## src/sv/assert_macros.svh

```systemverilog
// Assertion helpers for the decoder. All checks are sampled on i_clk.
`ifndef ASSERT_MACROS_SVH
`define ASSERT_MACROS_SVH

// Check that is switched off while reset is asserted
`define IRPD_ASSERT(label, prop, msg) \
    label: assert property (@(posedge i_clk) disable iff (!i_rst_n) prop) else $error(msg);

// Check that also holds during reset
`define IRPD_ASSERT_ALWAYS(label, prop, msg) \
    label: assert property (@(posedge i_clk) prop) else $error(msg);

`endif

```

## src/sv/irpd_pkg.sv

```systemverilog
package irpd_pkg;

    // Frame length in bytes plus one (last byte index ends the frame)
    localparam int BUF_SIZE = 5;

    localparam int TIME_W  = 16;
    localparam int BYTE_W  = 8;
    localparam int BITC_W  = 3;
    localparam int IDX_W   = 6;
    localparam int DATA_W  = 32;
    localparam int ADDR_W  = 4;

    localparam logic [IDX_W-1:0]  LAST_BYTE = IDX_W'(BUF_SIZE - 1);
    localparam logic [BITC_W-1:0] LAST_BIT  = 3'd7;

    // Threshold reset values, timer ticks
    localparam logic [TIME_W-1:0] START_MAX_RST = 16'd3600;
    localparam logic [TIME_W-1:0] START_TH_RST  = 16'd3100;
    localparam logic [TIME_W-1:0] BIT_MAX_RST   = 16'd650;
    localparam logic [TIME_W-1:0] BIT_TH_RST    = 16'd420;

    // Register index, byte address = 4 * index
    typedef enum logic [1:0] {
        REG_START_MAX = 2'd0,
        REG_START_TH  = 2'd1,
        REG_BIT_MAX   = 2'd2,
        REG_BIT_TH    = 2'd3
    } t_reg_idx;

    typedef enum logic [1:0] {
        MODE_IDLE = 2'b01,
        MODE_RECV = 2'b10
    } t_mode;

    typedef struct packed {
        logic [TIME_W-1:0] start_max;
        logic [TIME_W-1:0] start_th;
        logic [TIME_W-1:0] bit_max;
        logic [TIME_W-1:0] bit_th;
    } t_cfg;

    typedef struct packed {
        logic [TIME_W-1:0] last_capture;
        t_mode             mode;
        logic [BYTE_W-1:0] shift_byte;
        logic [BITC_W-1:0] bit_count;
        logic [IDX_W-1:0]  byte_count;
        logic [BYTE_W-1:0] repeats;
    } t_state;

    typedef struct packed {
        logic [TIME_W-1:0] interval;
        logic              receiving;
        logic              byte_valid;
        logic [BYTE_W-1:0] byte_value;
        logic [IDX_W-1:0]  byte_index;
        logic              frame_done;
        logic [BYTE_W-1:0] repeat_count;
    } t_result;

endpackage

```

## src/sv/irpd_in_if.sv

```systemverilog
interface irpd_in_if;
    logic                       valid;
    logic                       ready;
    logic [irpd_pkg::TIME_W-1:0] capture_time;

    modport source (output valid, output capture_time, input ready);
    modport sink   (input valid, input capture_time, output ready);
endinterface

```

## src/sv/irpd_out_if.sv

```systemverilog
interface irpd_out_if;
    logic                        valid;
    logic                        ready;
    logic [irpd_pkg::TIME_W-1:0] interval;
    logic                        receiving;
    logic                        byte_valid;
    logic [irpd_pkg::BYTE_W-1:0] byte_value;
    logic [irpd_pkg::IDX_W-1:0]  byte_index;
    logic                        frame_done;
    logic [irpd_pkg::BYTE_W-1:0] repeat_count;

    modport source (output valid, output interval, output receiving, output byte_valid,
                    output byte_value, output byte_index, output frame_done,
                    output repeat_count, input ready);
    modport sink   (input valid, input interval, input receiving, input byte_valid,
                    input byte_value, input byte_index, input frame_done,
                    input repeat_count, output ready);
endinterface

```

## src/sv/ir_pulse_distance_decoder.sv

```systemverilog
// Pulse-distance IR frame decoder.
// i_cap (valid/ready sink) takes one 16-bit timer capture per input edge.
// o_res (valid/ready source) returns exactly one result per capture: the
// interval to the previous capture, the receive flag, a completed byte with
// its index and a frame-done flag, and the repeat count.
// Thresholds sit in four 16-bit registers on the APB port at byte
// addresses 0, 4, 8 and 12 (start_max, start_th, bit_max, bit_th).
// A capture accepted at one edge shows its result on o_res from the next
// cycle on. One capture per cycle while the receiver keeps o_res ready, set by
// the single result register behind the decode logic.
// A capture is taken whenever the result register is empty or being read
// in the same cycle; when the receiver stalls with a result pending, i_cap
// ready drops and the result holds.
// Reset (synchronous, active low) sets the thresholds to their defaults,
// clears the decoder state to idle and empties the result register.
`include "assert_macros.svh"

module ir_pulse_distance_decoder (
    input  logic                         i_clk,
    input  logic                         i_rst_n,
    irpd_in_if.sink                      i_cap,
    irpd_out_if.source                   o_res,
    input  logic                         psel,
    input  logic                         penable,
    input  logic                         pwrite,
    input  logic [irpd_pkg::ADDR_W-1:0]  paddr,
    input  logic [irpd_pkg::DATA_W-1:0]  pwdata,
    output logic [irpd_pkg::DATA_W-1:0]  prdata,
    output logic                         pready
);

    irpd_pkg::t_cfg    w_cfg;
    irpd_pkg::t_state  r_state;
    irpd_pkg::t_state  n_state;
    irpd_pkg::t_result r_res;
    irpd_pkg::t_result n_res;
    logic              r_out_valid;
    logic              w_acc_in;

    irpd_regs u_regs (
        .i_clk   (i_clk),
        .i_rst_n (i_rst_n),
        .psel    (psel),
        .penable (penable),
        .pwrite  (pwrite),
        .paddr   (paddr),
        .pwdata  (pwdata),
        .prdata  (prdata),
        .pready  (pready),
        .o_cfg   (w_cfg)
    );

    irpd_step u_step (
        .i_capture_time (i_cap.capture_time),
        .i_cfg          (w_cfg),
        .i_state        (r_state),
        .o_state        (n_state),
        .o_result       (n_res)
    );

    // handshake: take a request when the result slot is free or draining
    assign i_cap.ready = !r_out_valid || o_res.ready;
    assign w_acc_in    = i_cap.valid && i_cap.ready;

    // decoder state
    always_ff @(posedge i_clk) begin
        if (!i_rst_n) begin
            r_state.last_capture <= '0;
            r_state.mode         <= irpd_pkg::MODE_IDLE;
            r_state.shift_byte   <= '0;
            r_state.bit_count    <= '0;
            r_state.byte_count   <= '0;
            r_state.repeats      <= '0;
        end else if (w_acc_in) begin
            r_state <= n_state;
        end
    end

    // result register
    always_ff @(posedge i_clk) begin
        if (!i_rst_n) begin
            r_out_valid <= 1'b0;
        end else if (w_acc_in) begin
            r_out_valid <= 1'b1;
        end else if (o_res.ready) begin
            r_out_valid <= 1'b0;
        end
    end

    always_ff @(posedge i_clk) begin
        if (w_acc_in) begin
            r_res <= n_res;
        end
    end

    assign o_res.valid        = r_out_valid;
    assign o_res.interval     = r_res.interval;
    assign o_res.receiving    = r_res.receiving;
    assign o_res.byte_valid   = r_res.byte_valid;
    assign o_res.byte_value   = r_res.byte_value;
    assign o_res.byte_index   = r_res.byte_index;
    assign o_res.frame_done   = r_res.frame_done;
    assign o_res.repeat_count = r_res.repeat_count;

    // an empty result slot never blocks the input
    `IRPD_ASSERT(a_ready_when_empty, !r_out_valid |-> i_cap.ready, "input blocked while empty")
    // a request taken in idle cannot complete a byte
    `IRPD_ASSERT(a_no_byte_in_idle, (w_acc_in && r_state.mode == irpd_pkg::MODE_IDLE) |=> !r_res.byte_valid, "byte completed in idle")
    // a completed byte leaves the bit counter at zero
    `IRPD_ASSERT(a_bitcnt_clear, (w_acc_in && n_res.byte_valid) |=> r_state.bit_count == '0, "bit count not cleared")
    // frame end returns to idle with a byte reported
    `IRPD_ASSERT(a_frame_end, (r_out_valid && r_res.frame_done) |-> (r_res.byte_valid && !r_res.receiving), "bad frame end")
    // after reset the result slot is empty
    `IRPD_ASSERT_ALWAYS(a_reset_empty, !i_rst_n |=> !r_out_valid, "result valid after reset")

endmodule

```

## src/sv/irpd_regs.sv

```systemverilog
module irpd_regs (
    input  logic                          i_clk,
    input  logic                          i_rst_n,
    input  logic                          psel,
    input  logic                          penable,
    input  logic                          pwrite,
    input  logic [irpd_pkg::ADDR_W-1:0]   paddr,
    input  logic [irpd_pkg::DATA_W-1:0]   pwdata,
    output logic [irpd_pkg::DATA_W-1:0]   prdata,
    output logic                          pready,
    output irpd_pkg::t_cfg                o_cfg
);

    irpd_pkg::t_cfg   r_cfg;
    irpd_pkg::t_reg_idx w_idx;
    logic             w_wr;

    // word index, low address bits ignored
    assign w_idx  = irpd_pkg::t_reg_idx'(paddr[irpd_pkg::ADDR_W-1:2]);
    assign w_wr   = psel & penable & pwrite;
    assign pready = 1'b1;

    // threshold registers, low 16 bits of the write data kept
    always_ff @(posedge i_clk) begin
        if (!i_rst_n) begin
            r_cfg.start_max <= irpd_pkg::START_MAX_RST;
            r_cfg.start_th  <= irpd_pkg::START_TH_RST;
            r_cfg.bit_max   <= irpd_pkg::BIT_MAX_RST;
            r_cfg.bit_th    <= irpd_pkg::BIT_TH_RST;
        end else if (w_wr) begin
            case (w_idx)
                irpd_pkg::REG_START_MAX: r_cfg.start_max <= pwdata[irpd_pkg::TIME_W-1:0];
                irpd_pkg::REG_START_TH:  r_cfg.start_th  <= pwdata[irpd_pkg::TIME_W-1:0];
                irpd_pkg::REG_BIT_MAX:   r_cfg.bit_max   <= pwdata[irpd_pkg::TIME_W-1:0];
                irpd_pkg::REG_BIT_TH:    r_cfg.bit_th    <= pwdata[irpd_pkg::TIME_W-1:0];
                default: ;
            endcase
        end
    end

    // read back
    always_comb begin
        case (w_idx)
            irpd_pkg::REG_START_MAX: prdata = irpd_pkg::DATA_W'(r_cfg.start_max);
            irpd_pkg::REG_START_TH:  prdata = irpd_pkg::DATA_W'(r_cfg.start_th);
            irpd_pkg::REG_BIT_MAX:   prdata = irpd_pkg::DATA_W'(r_cfg.bit_max);
            irpd_pkg::REG_BIT_TH:    prdata = irpd_pkg::DATA_W'(r_cfg.bit_th);
            default:                 prdata = '0;
        endcase
    end

    assign o_cfg = r_cfg;

endmodule

```

## src/sv/irpd_step.sv

```systemverilog
module irpd_step (
    input  logic [irpd_pkg::TIME_W-1:0] i_capture_time,
    input  irpd_pkg::t_cfg              i_cfg,
    input  irpd_pkg::t_state            i_state,
    output irpd_pkg::t_state            o_state,
    output irpd_pkg::t_result           o_result
);

    logic [irpd_pkg::TIME_W-1:0] w_span;
    logic [irpd_pkg::BYTE_W-1:0] w_acc;
    logic [irpd_pkg::IDX_W-1:0]  w_next_cnt;

    // interval: plain difference if newer is larger, else one tick short (equal -> all ones)
    always_comb begin
        if (i_capture_time > i_state.last_capture) begin
            w_span = i_capture_time - i_state.last_capture;
        end else begin
            w_span = i_capture_time - i_state.last_capture - 16'd1;
        end
    end

    // new bit enters at the top, shifts down toward bit 0
    assign w_acc      = i_state.shift_byte | {w_span > i_cfg.bit_th, 7'd0};
    assign w_next_cnt = i_state.byte_count + 6'd1;

    // mode and frame update
    always_comb begin
        o_state                 = i_state;
        o_state.last_capture    = i_capture_time;
        o_result                = '0;
        o_result.interval       = w_span;
        case (i_state.mode)
            irpd_pkg::MODE_IDLE: begin
                if (w_span < i_cfg.start_max) begin
                    if (w_span > i_cfg.start_th) begin
                        o_state.shift_byte = '0;
                        o_state.bit_count  = '0;
                        o_state.byte_count = '0;
                        o_state.repeats    = '0;
                        o_state.mode       = irpd_pkg::MODE_RECV;
                    end else begin
                        o_state.repeats = i_state.repeats + 8'd1;
                    end
                end
            end
            irpd_pkg::MODE_RECV: begin
                if (w_span < i_cfg.bit_max) begin
                    if (i_state.bit_count == irpd_pkg::LAST_BIT) begin
                        o_result.byte_valid = 1'b1;
                        o_result.byte_value = w_acc;
                        o_result.byte_index = i_state.byte_count;
                        o_state.shift_byte  = '0;
                        o_state.bit_count   = '0;
                        o_state.byte_count  = w_next_cnt;
                        if (w_next_cnt == irpd_pkg::LAST_BYTE) begin
                            o_result.frame_done = 1'b1;
                            o_state.mode        = irpd_pkg::MODE_IDLE;
                        end
                    end else begin
                        o_state.shift_byte = w_acc >> 1;
                        o_state.bit_count  = i_state.bit_count + 3'd1;
                    end
                end
            end
            default: o_state.mode = irpd_pkg::MODE_IDLE;
        endcase
        o_result.receiving    = (o_state.mode == irpd_pkg::MODE_RECV);
        o_result.repeat_count = o_state.repeats;
    end

endmodule

```

## src/flat_wrapper.sv

```systemverilog
// flat-port wrapper written by rule: the top's interface ports become plain ports
module ir_pulse_distance_decoder_flat 
  (i_clk, i_rst_n, psel, penable, pwrite, paddr, pwdata, prdata, pready, i_cap_valid, i_cap_capture_time, i_cap_ready, o_res_valid, o_res_interval, o_res_receiving, o_res_byte_valid, o_res_byte_value, o_res_byte_index, o_res_frame_done, o_res_repeat_count, o_res_ready);
  irpd_in_if i_cap_i ();
  irpd_out_if o_res_i ();
  input  logic i_clk;
  input  logic i_rst_n;
  input  logic psel;
  input  logic penable;
  input  logic pwrite;
  input  logic [irpd_pkg::ADDR_W-1:0] paddr;
  input  logic [irpd_pkg::DATA_W-1:0] pwdata;
  output logic [irpd_pkg::DATA_W-1:0] prdata;
  output logic pready;
  input wire logic [$bits(i_cap_i.valid)-1:0] i_cap_valid;
  input wire logic [$bits(i_cap_i.capture_time)-1:0] i_cap_capture_time;
  output wire logic [$bits(i_cap_i.ready)-1:0] i_cap_ready;
  output wire logic [$bits(o_res_i.valid)-1:0] o_res_valid;
  output wire logic [$bits(o_res_i.interval)-1:0] o_res_interval;
  output wire logic [$bits(o_res_i.receiving)-1:0] o_res_receiving;
  output wire logic [$bits(o_res_i.byte_valid)-1:0] o_res_byte_valid;
  output wire logic [$bits(o_res_i.byte_value)-1:0] o_res_byte_value;
  output wire logic [$bits(o_res_i.byte_index)-1:0] o_res_byte_index;
  output wire logic [$bits(o_res_i.frame_done)-1:0] o_res_frame_done;
  output wire logic [$bits(o_res_i.repeat_count)-1:0] o_res_repeat_count;
  input wire logic [$bits(o_res_i.ready)-1:0] o_res_ready;
  assign i_cap_i.valid = i_cap_valid;
  assign i_cap_i.capture_time = i_cap_capture_time;
  assign i_cap_ready = i_cap_i.ready;
  assign o_res_valid = o_res_i.valid;
  assign o_res_interval = o_res_i.interval;
  assign o_res_receiving = o_res_i.receiving;
  assign o_res_byte_valid = o_res_i.byte_valid;
  assign o_res_byte_value = o_res_i.byte_value;
  assign o_res_byte_index = o_res_i.byte_index;
  assign o_res_frame_done = o_res_i.frame_done;
  assign o_res_repeat_count = o_res_i.repeat_count;
  assign o_res_i.ready = o_res_ready;
  ir_pulse_distance_decoder u_core (.i_clk(i_clk), .i_rst_n(i_rst_n), .i_cap(i_cap_i), .o_res(o_res_i), .psel(psel), .penable(penable), .pwrite(pwrite), .paddr(paddr), .pwdata(pwdata), .prdata(prdata), .pready(pready));
endmodule
```

## config.mk

```make
export PLATFORM = sky130hd
export DESIGN_NAME = ir_pulse_distance_decoder_flat
export DESIGN_NICKNAME = d
export VERILOG_FILES = /design/src/sv/irpd_pkg.sv /design/src/sv/irpd_in_if.sv /design/src/sv/irpd_out_if.sv /design/src/sv/ir_pulse_distance_decoder.sv /design/src/sv/irpd_regs.sv /design/src/sv/irpd_step.sv /design/src/flat_wrapper.sv
export VERILOG_INCLUDE_DIRS = /design/src /design/src/sv
export SDC_FILE = /design/constraint.sdc
export NUM_CORES = 1
export LEC_CHECK = 0
export CAP_MARGIN = 15
export CELL_PAD_IN_SITES_DETAIL_PLACEMENT = 2
export CELL_PAD_IN_SITES_GLOBAL_PLACEMENT = 2
export CORE_MARGIN = 2
export CORE_UTILIZATION = 24
export DETAILED_ROUTE_END_ITERATION = 10
export DONT_BUFFER_PORTS = 1
export PLACE_DENSITY_LB_ADDON = 0.15
export SYNTH_ARGS = -nofsm -noshare
export SYNTH_HDL_FRONTEND = slang
export SYNTH_SLANG_ARGS = --single-unit
```

## constraint.sdc

```tcl
create_clock -name i_clk -period 10 [get_ports i_clk]
set_input_delay 2 -clock i_clk [delete_from_list [all_inputs] [get_ports i_clk]]
set_output_delay 2 -clock i_clk [all_outputs]
set_load 0.05 [all_outputs]
```

==> impl_metrics.yaml <==
status:
  status: "completed"
synthesis:
  yosysWarningCount: 0
  synth_area_leaders: "dfxtp_1, edfxtp_1, ha_1"
  ys_seq_area_frac: 0.3724
  synth_largest_area_cell: "dfxtp_1"
  synthesis.area_per_instance_sq_um: 8.769
  synth-xor-area-share: 0.02403
  synth_common_cells: "nand2_1, dfxtp_1, a21oi_1, inv_1, ha_1"
  synth_top_family_by_area: "simple AND/OR/NAND/NOR gates"
  yosys_register_bits: 148
  adder_cell_share_of_the_synthesized_area: 0.1196
  synth_mux_area_frac: 0.04655
  yosysMostFrequentCell: "nand2_1"
  cell_variety_after_synth: 80
  asyncSetResetFlopFracSynth: 0
  dominantRegCellSynth: "dfxtp_1"
  yosysTopAreaCellShare: 0.2365
  synth-edff-count: 41
  netlist_instances: 1033
  synth_area_sq_mm: 0.009059
  fraction_of_the_mapped_netlist_area_in_compound_gates: 0.1749
  post_synth_and_or_nand_nor_area_fraction: 0.1920
place:
  io_buffer_count: 0
  place.detailed.hpwl_mm: 22.78
  placedCellCount: 1518
  pre_cts_setup_slack_ps: 1730
  place.gp.congestion: 0.7229
final_layout:
  final.fill_count: 4281
  area_of_all_sequential_standard_cells_sq_mm: 0.003373
  post_layout_nonfiller_instances: 1550
  area_growth_pct: 12.22
  design.final.nets: 1171
  multiInputGateArea_sq_mm: 0.005121
  antenna-diode-count: 0
  layout-drive-gt1-share: 0.08758
power:
  worst_ir_drop_vdd_v: 0.0001311
  fin_total_pwr_uw: 1874
  cellPowerDensity_mw_per_mm2: 184.4
  leakagePower_uw: 0.003783
die:
  dieWidth_um: 198.3
  initial_core_util: 0.2422
  pin_count: 135
  design.core.area_sq_mm: 0.03740
  die_height_um: 198.3
  dieArea_sq_mm: 0.03932
  std_cell_rows: 71
clocking:
  post_cts.repair.setup_buffers: 0
  tritoncts.num_buffers: 17
  post_cts_resize_count: 0
  clock-root-buffer: "clkbuf_16"
  clock_latency_ps: 460
  cts.hold.buffers_added: 0
  cts_tree: "yes"
  clkTransAtPathRegs_ps: 70
  numClockSinks: 148
  cts_max_path_buffers: 2
  h-tree-depth: 4
sta:
  timing.final.hold_violations: 0
  report.final.setup_viol: 0
  whs_ps: 456.8
  finalCritPeriodShare: 0.7820
  final_max_tran_viols: 0
  postLayoutSetupSlackWorst_ps: 2180
  rsz0062_at_grt: "no"
  skew_ps: 13.40
  fmax_mhz: 127.9
  worst_slew_pin_slew_ps: 1073
  slew_headroom: 0.2847
  final_period_minus_worst_setup_slack_ps: 7820
  setup_tns_ps: 0
worst_setup_path:
  critical_path_peak_fanout: 17
  timing.critical_path.slowest_stage_cell: "a21o_1"
  critical_path_buf_inv_count: 0
  critical-path-top-delay-family: "simple AND/OR/NAND/NOR gates"
  slowest_delay_ps: 590
  critPathLaunchType: "input pin"
  timing_worst_setup_path_type: "input pin to flop"
  crit_path_frequent_cell: "ha_1"
  worst_setup_slack_for_register_to_register_paths_ps: 3360
  cp_cell_sequence: "ha_1 -> nand4_1 -> nor4_2 -> nand2_1 -> o21ai_4 -> nand2_2 -> or4b_4 -> or4_4 -> xnor2_2 -> ha_1 -> and4_1 -> and3_1 -> o211a_1 -> a211oi_1 -> a21o_1 -> o41a_1 -> nor3_1 -> o22a_1"
  critPathCaptureType: "flop"
  arrival_ps: 8020
  timing.critical_path.required_ps: 10200
routing:
  postRouteAntennaNets: 0
  dr.pass1.iters: 4
  final_routed_wirelength_across_all_metal_layers_mm: 30.96
  detail_route.drc_violations: 0
  wire_per_inst_um: 19.97
  vias: 7394
  routed_via_density: 4.770
  drt_iter0_markers: 239
global_routing:
  grt_usage: 0.1635
  grt_residual_overflow: 0
  initial_antenna_violation_count: 1
  grt_max_degree: 50
  grt_pass1_vias: 7853
  grt_first_pass_wirelength_mm: 47.96
run:
  drv_cap: 0
worst_hold_path:
  hold_path_class: "flop to flop"
[power by group]
part           switching [uW]  leakage [uW]  internal (uW)  total [uW]
Sequential               71.8       0.00127            649         721
Combinational             322       0.00223            175         497
Clock                     309      0.000281            347         657
Total                     703       0.00378           1170        1870
[worst reg2reg max path, stage by stage (launching register included)]
cell and delay [ps]:
dfxtp_1 320, inv_1 40, ha_1 430, nand4_1 240
nor4_2 540, nand2_1 180, o21ai_4 140, nand2_2 120
or4b_4 540, or4_4 540, xnor2_2 420, ha_1 360
and4_1 240, and3_1 240, o211a_1 180, a211oi_1 530
a21o_1 590, o41a_1 420, nor3_1 80, o22a_1 240
[state kept, by name, summed over array words and instances (netlist names)]
register / cells
u_core.o_res.byte_value: 8
u_core.o_res.byte_valid: 1
u_core.r_state: 42
u_core.o_res.frame_done: 1
u_core.o_res.repeat_count: 8
u_core.u_regs.o_cfg: 64
u_core.o_res.valid: 1
u_core.o_res.receiving: 1
u_core.o_res.byte_index: 6
u_core.o_res.interval: 16
[metrics by stage]
stage,utilization,area [sq um]
2_1_floorplan,-,9115
3_3_place_gp,0.2565,9592
3_5_place_dp,0.2565,9592
4_1_cts,0.2718,10170
5_1_grt,0.2718,10170
6_report,0.2718,10170
[placed cells by master, fill, tap and decap left out, drive strengths merged, types with 6 or more instances in the layout]
| cell type | n |
|---|---|
| and2 | 20 |
| dfxtp | 107 |
| edfxtp | 41 |
| a211oi | 6 |
| or3 | 8 |
| inv | 101 |
| o22ai | 11 |
| clkbuf | 19 |
| o211a | 6 |
| and3 | 8 |
| a21o | 14 |
| nor3 | 15 |
| nand4 | 14 |
| a22o | 6 |
| xnor2 | 17 |
| ha | 85 |
| a21oi | 98 |
| a21bo | 6 |
| nor2 | 37 |
| o21ai | 24 |
| mux4 | 16 |
| nand2 | 194 |
| nand3 | 26 |
| xor2 | 7 |
| nand2b | 14 |
| o211ai | 23 |
| o21a | 6 |
| conb | 17 |
| buf | 15 |
[cell families after synthesis]
logic type,Yosys count
compound gates,236
xor+xnor,24
other cells,2
simple gates,367
mux,22
flops,148
buf+inv,148
fa+ha+maj,86
[layer usage]
layer | wire (um) | part of all wire | GRT usage | vias to the layer above
met4 | 281 | 0.0091 | 0.03704 | 0
met2 | 15250 | 0.49 | 0.2853 | 87
met5 | 0 | 0 | 0 | -
met1 | 14510 | 0.47 | 0.2059 | 3686
met3 | 919 | 0.030 | 0.03424 | 21
li1 | - | - | - | 3600
[layout make-up]
| class | count | share of cell area |
|---|---|---|
| repair buffers | 15 | 0.01108 |
| inverters | 92 | 0.03397 |
| multi-input cells | 752 | 0.5038 |
| well taps | 511 | 0.06289 |
| flip-flops and latches | 148 | 0.3318 |
| clock buffers | 19 | 0.04566 |
| clock inverters | 13 | 0.01083 |
[worst paths after layout]
check,from,end,depth (start not counted)
min,u_core.r_state[42],u_core.r_state[42],2
min reg2reg,u_core.r_state[42],u_core.r_state[42],2
max,i_cap_capture_time[10],u_core.o_res.receiving,18
max reg2reg,u_core.r_state[37],u_core.o_res.receiving,19
No activity file was read; power rests on OpenSTA's default activity.
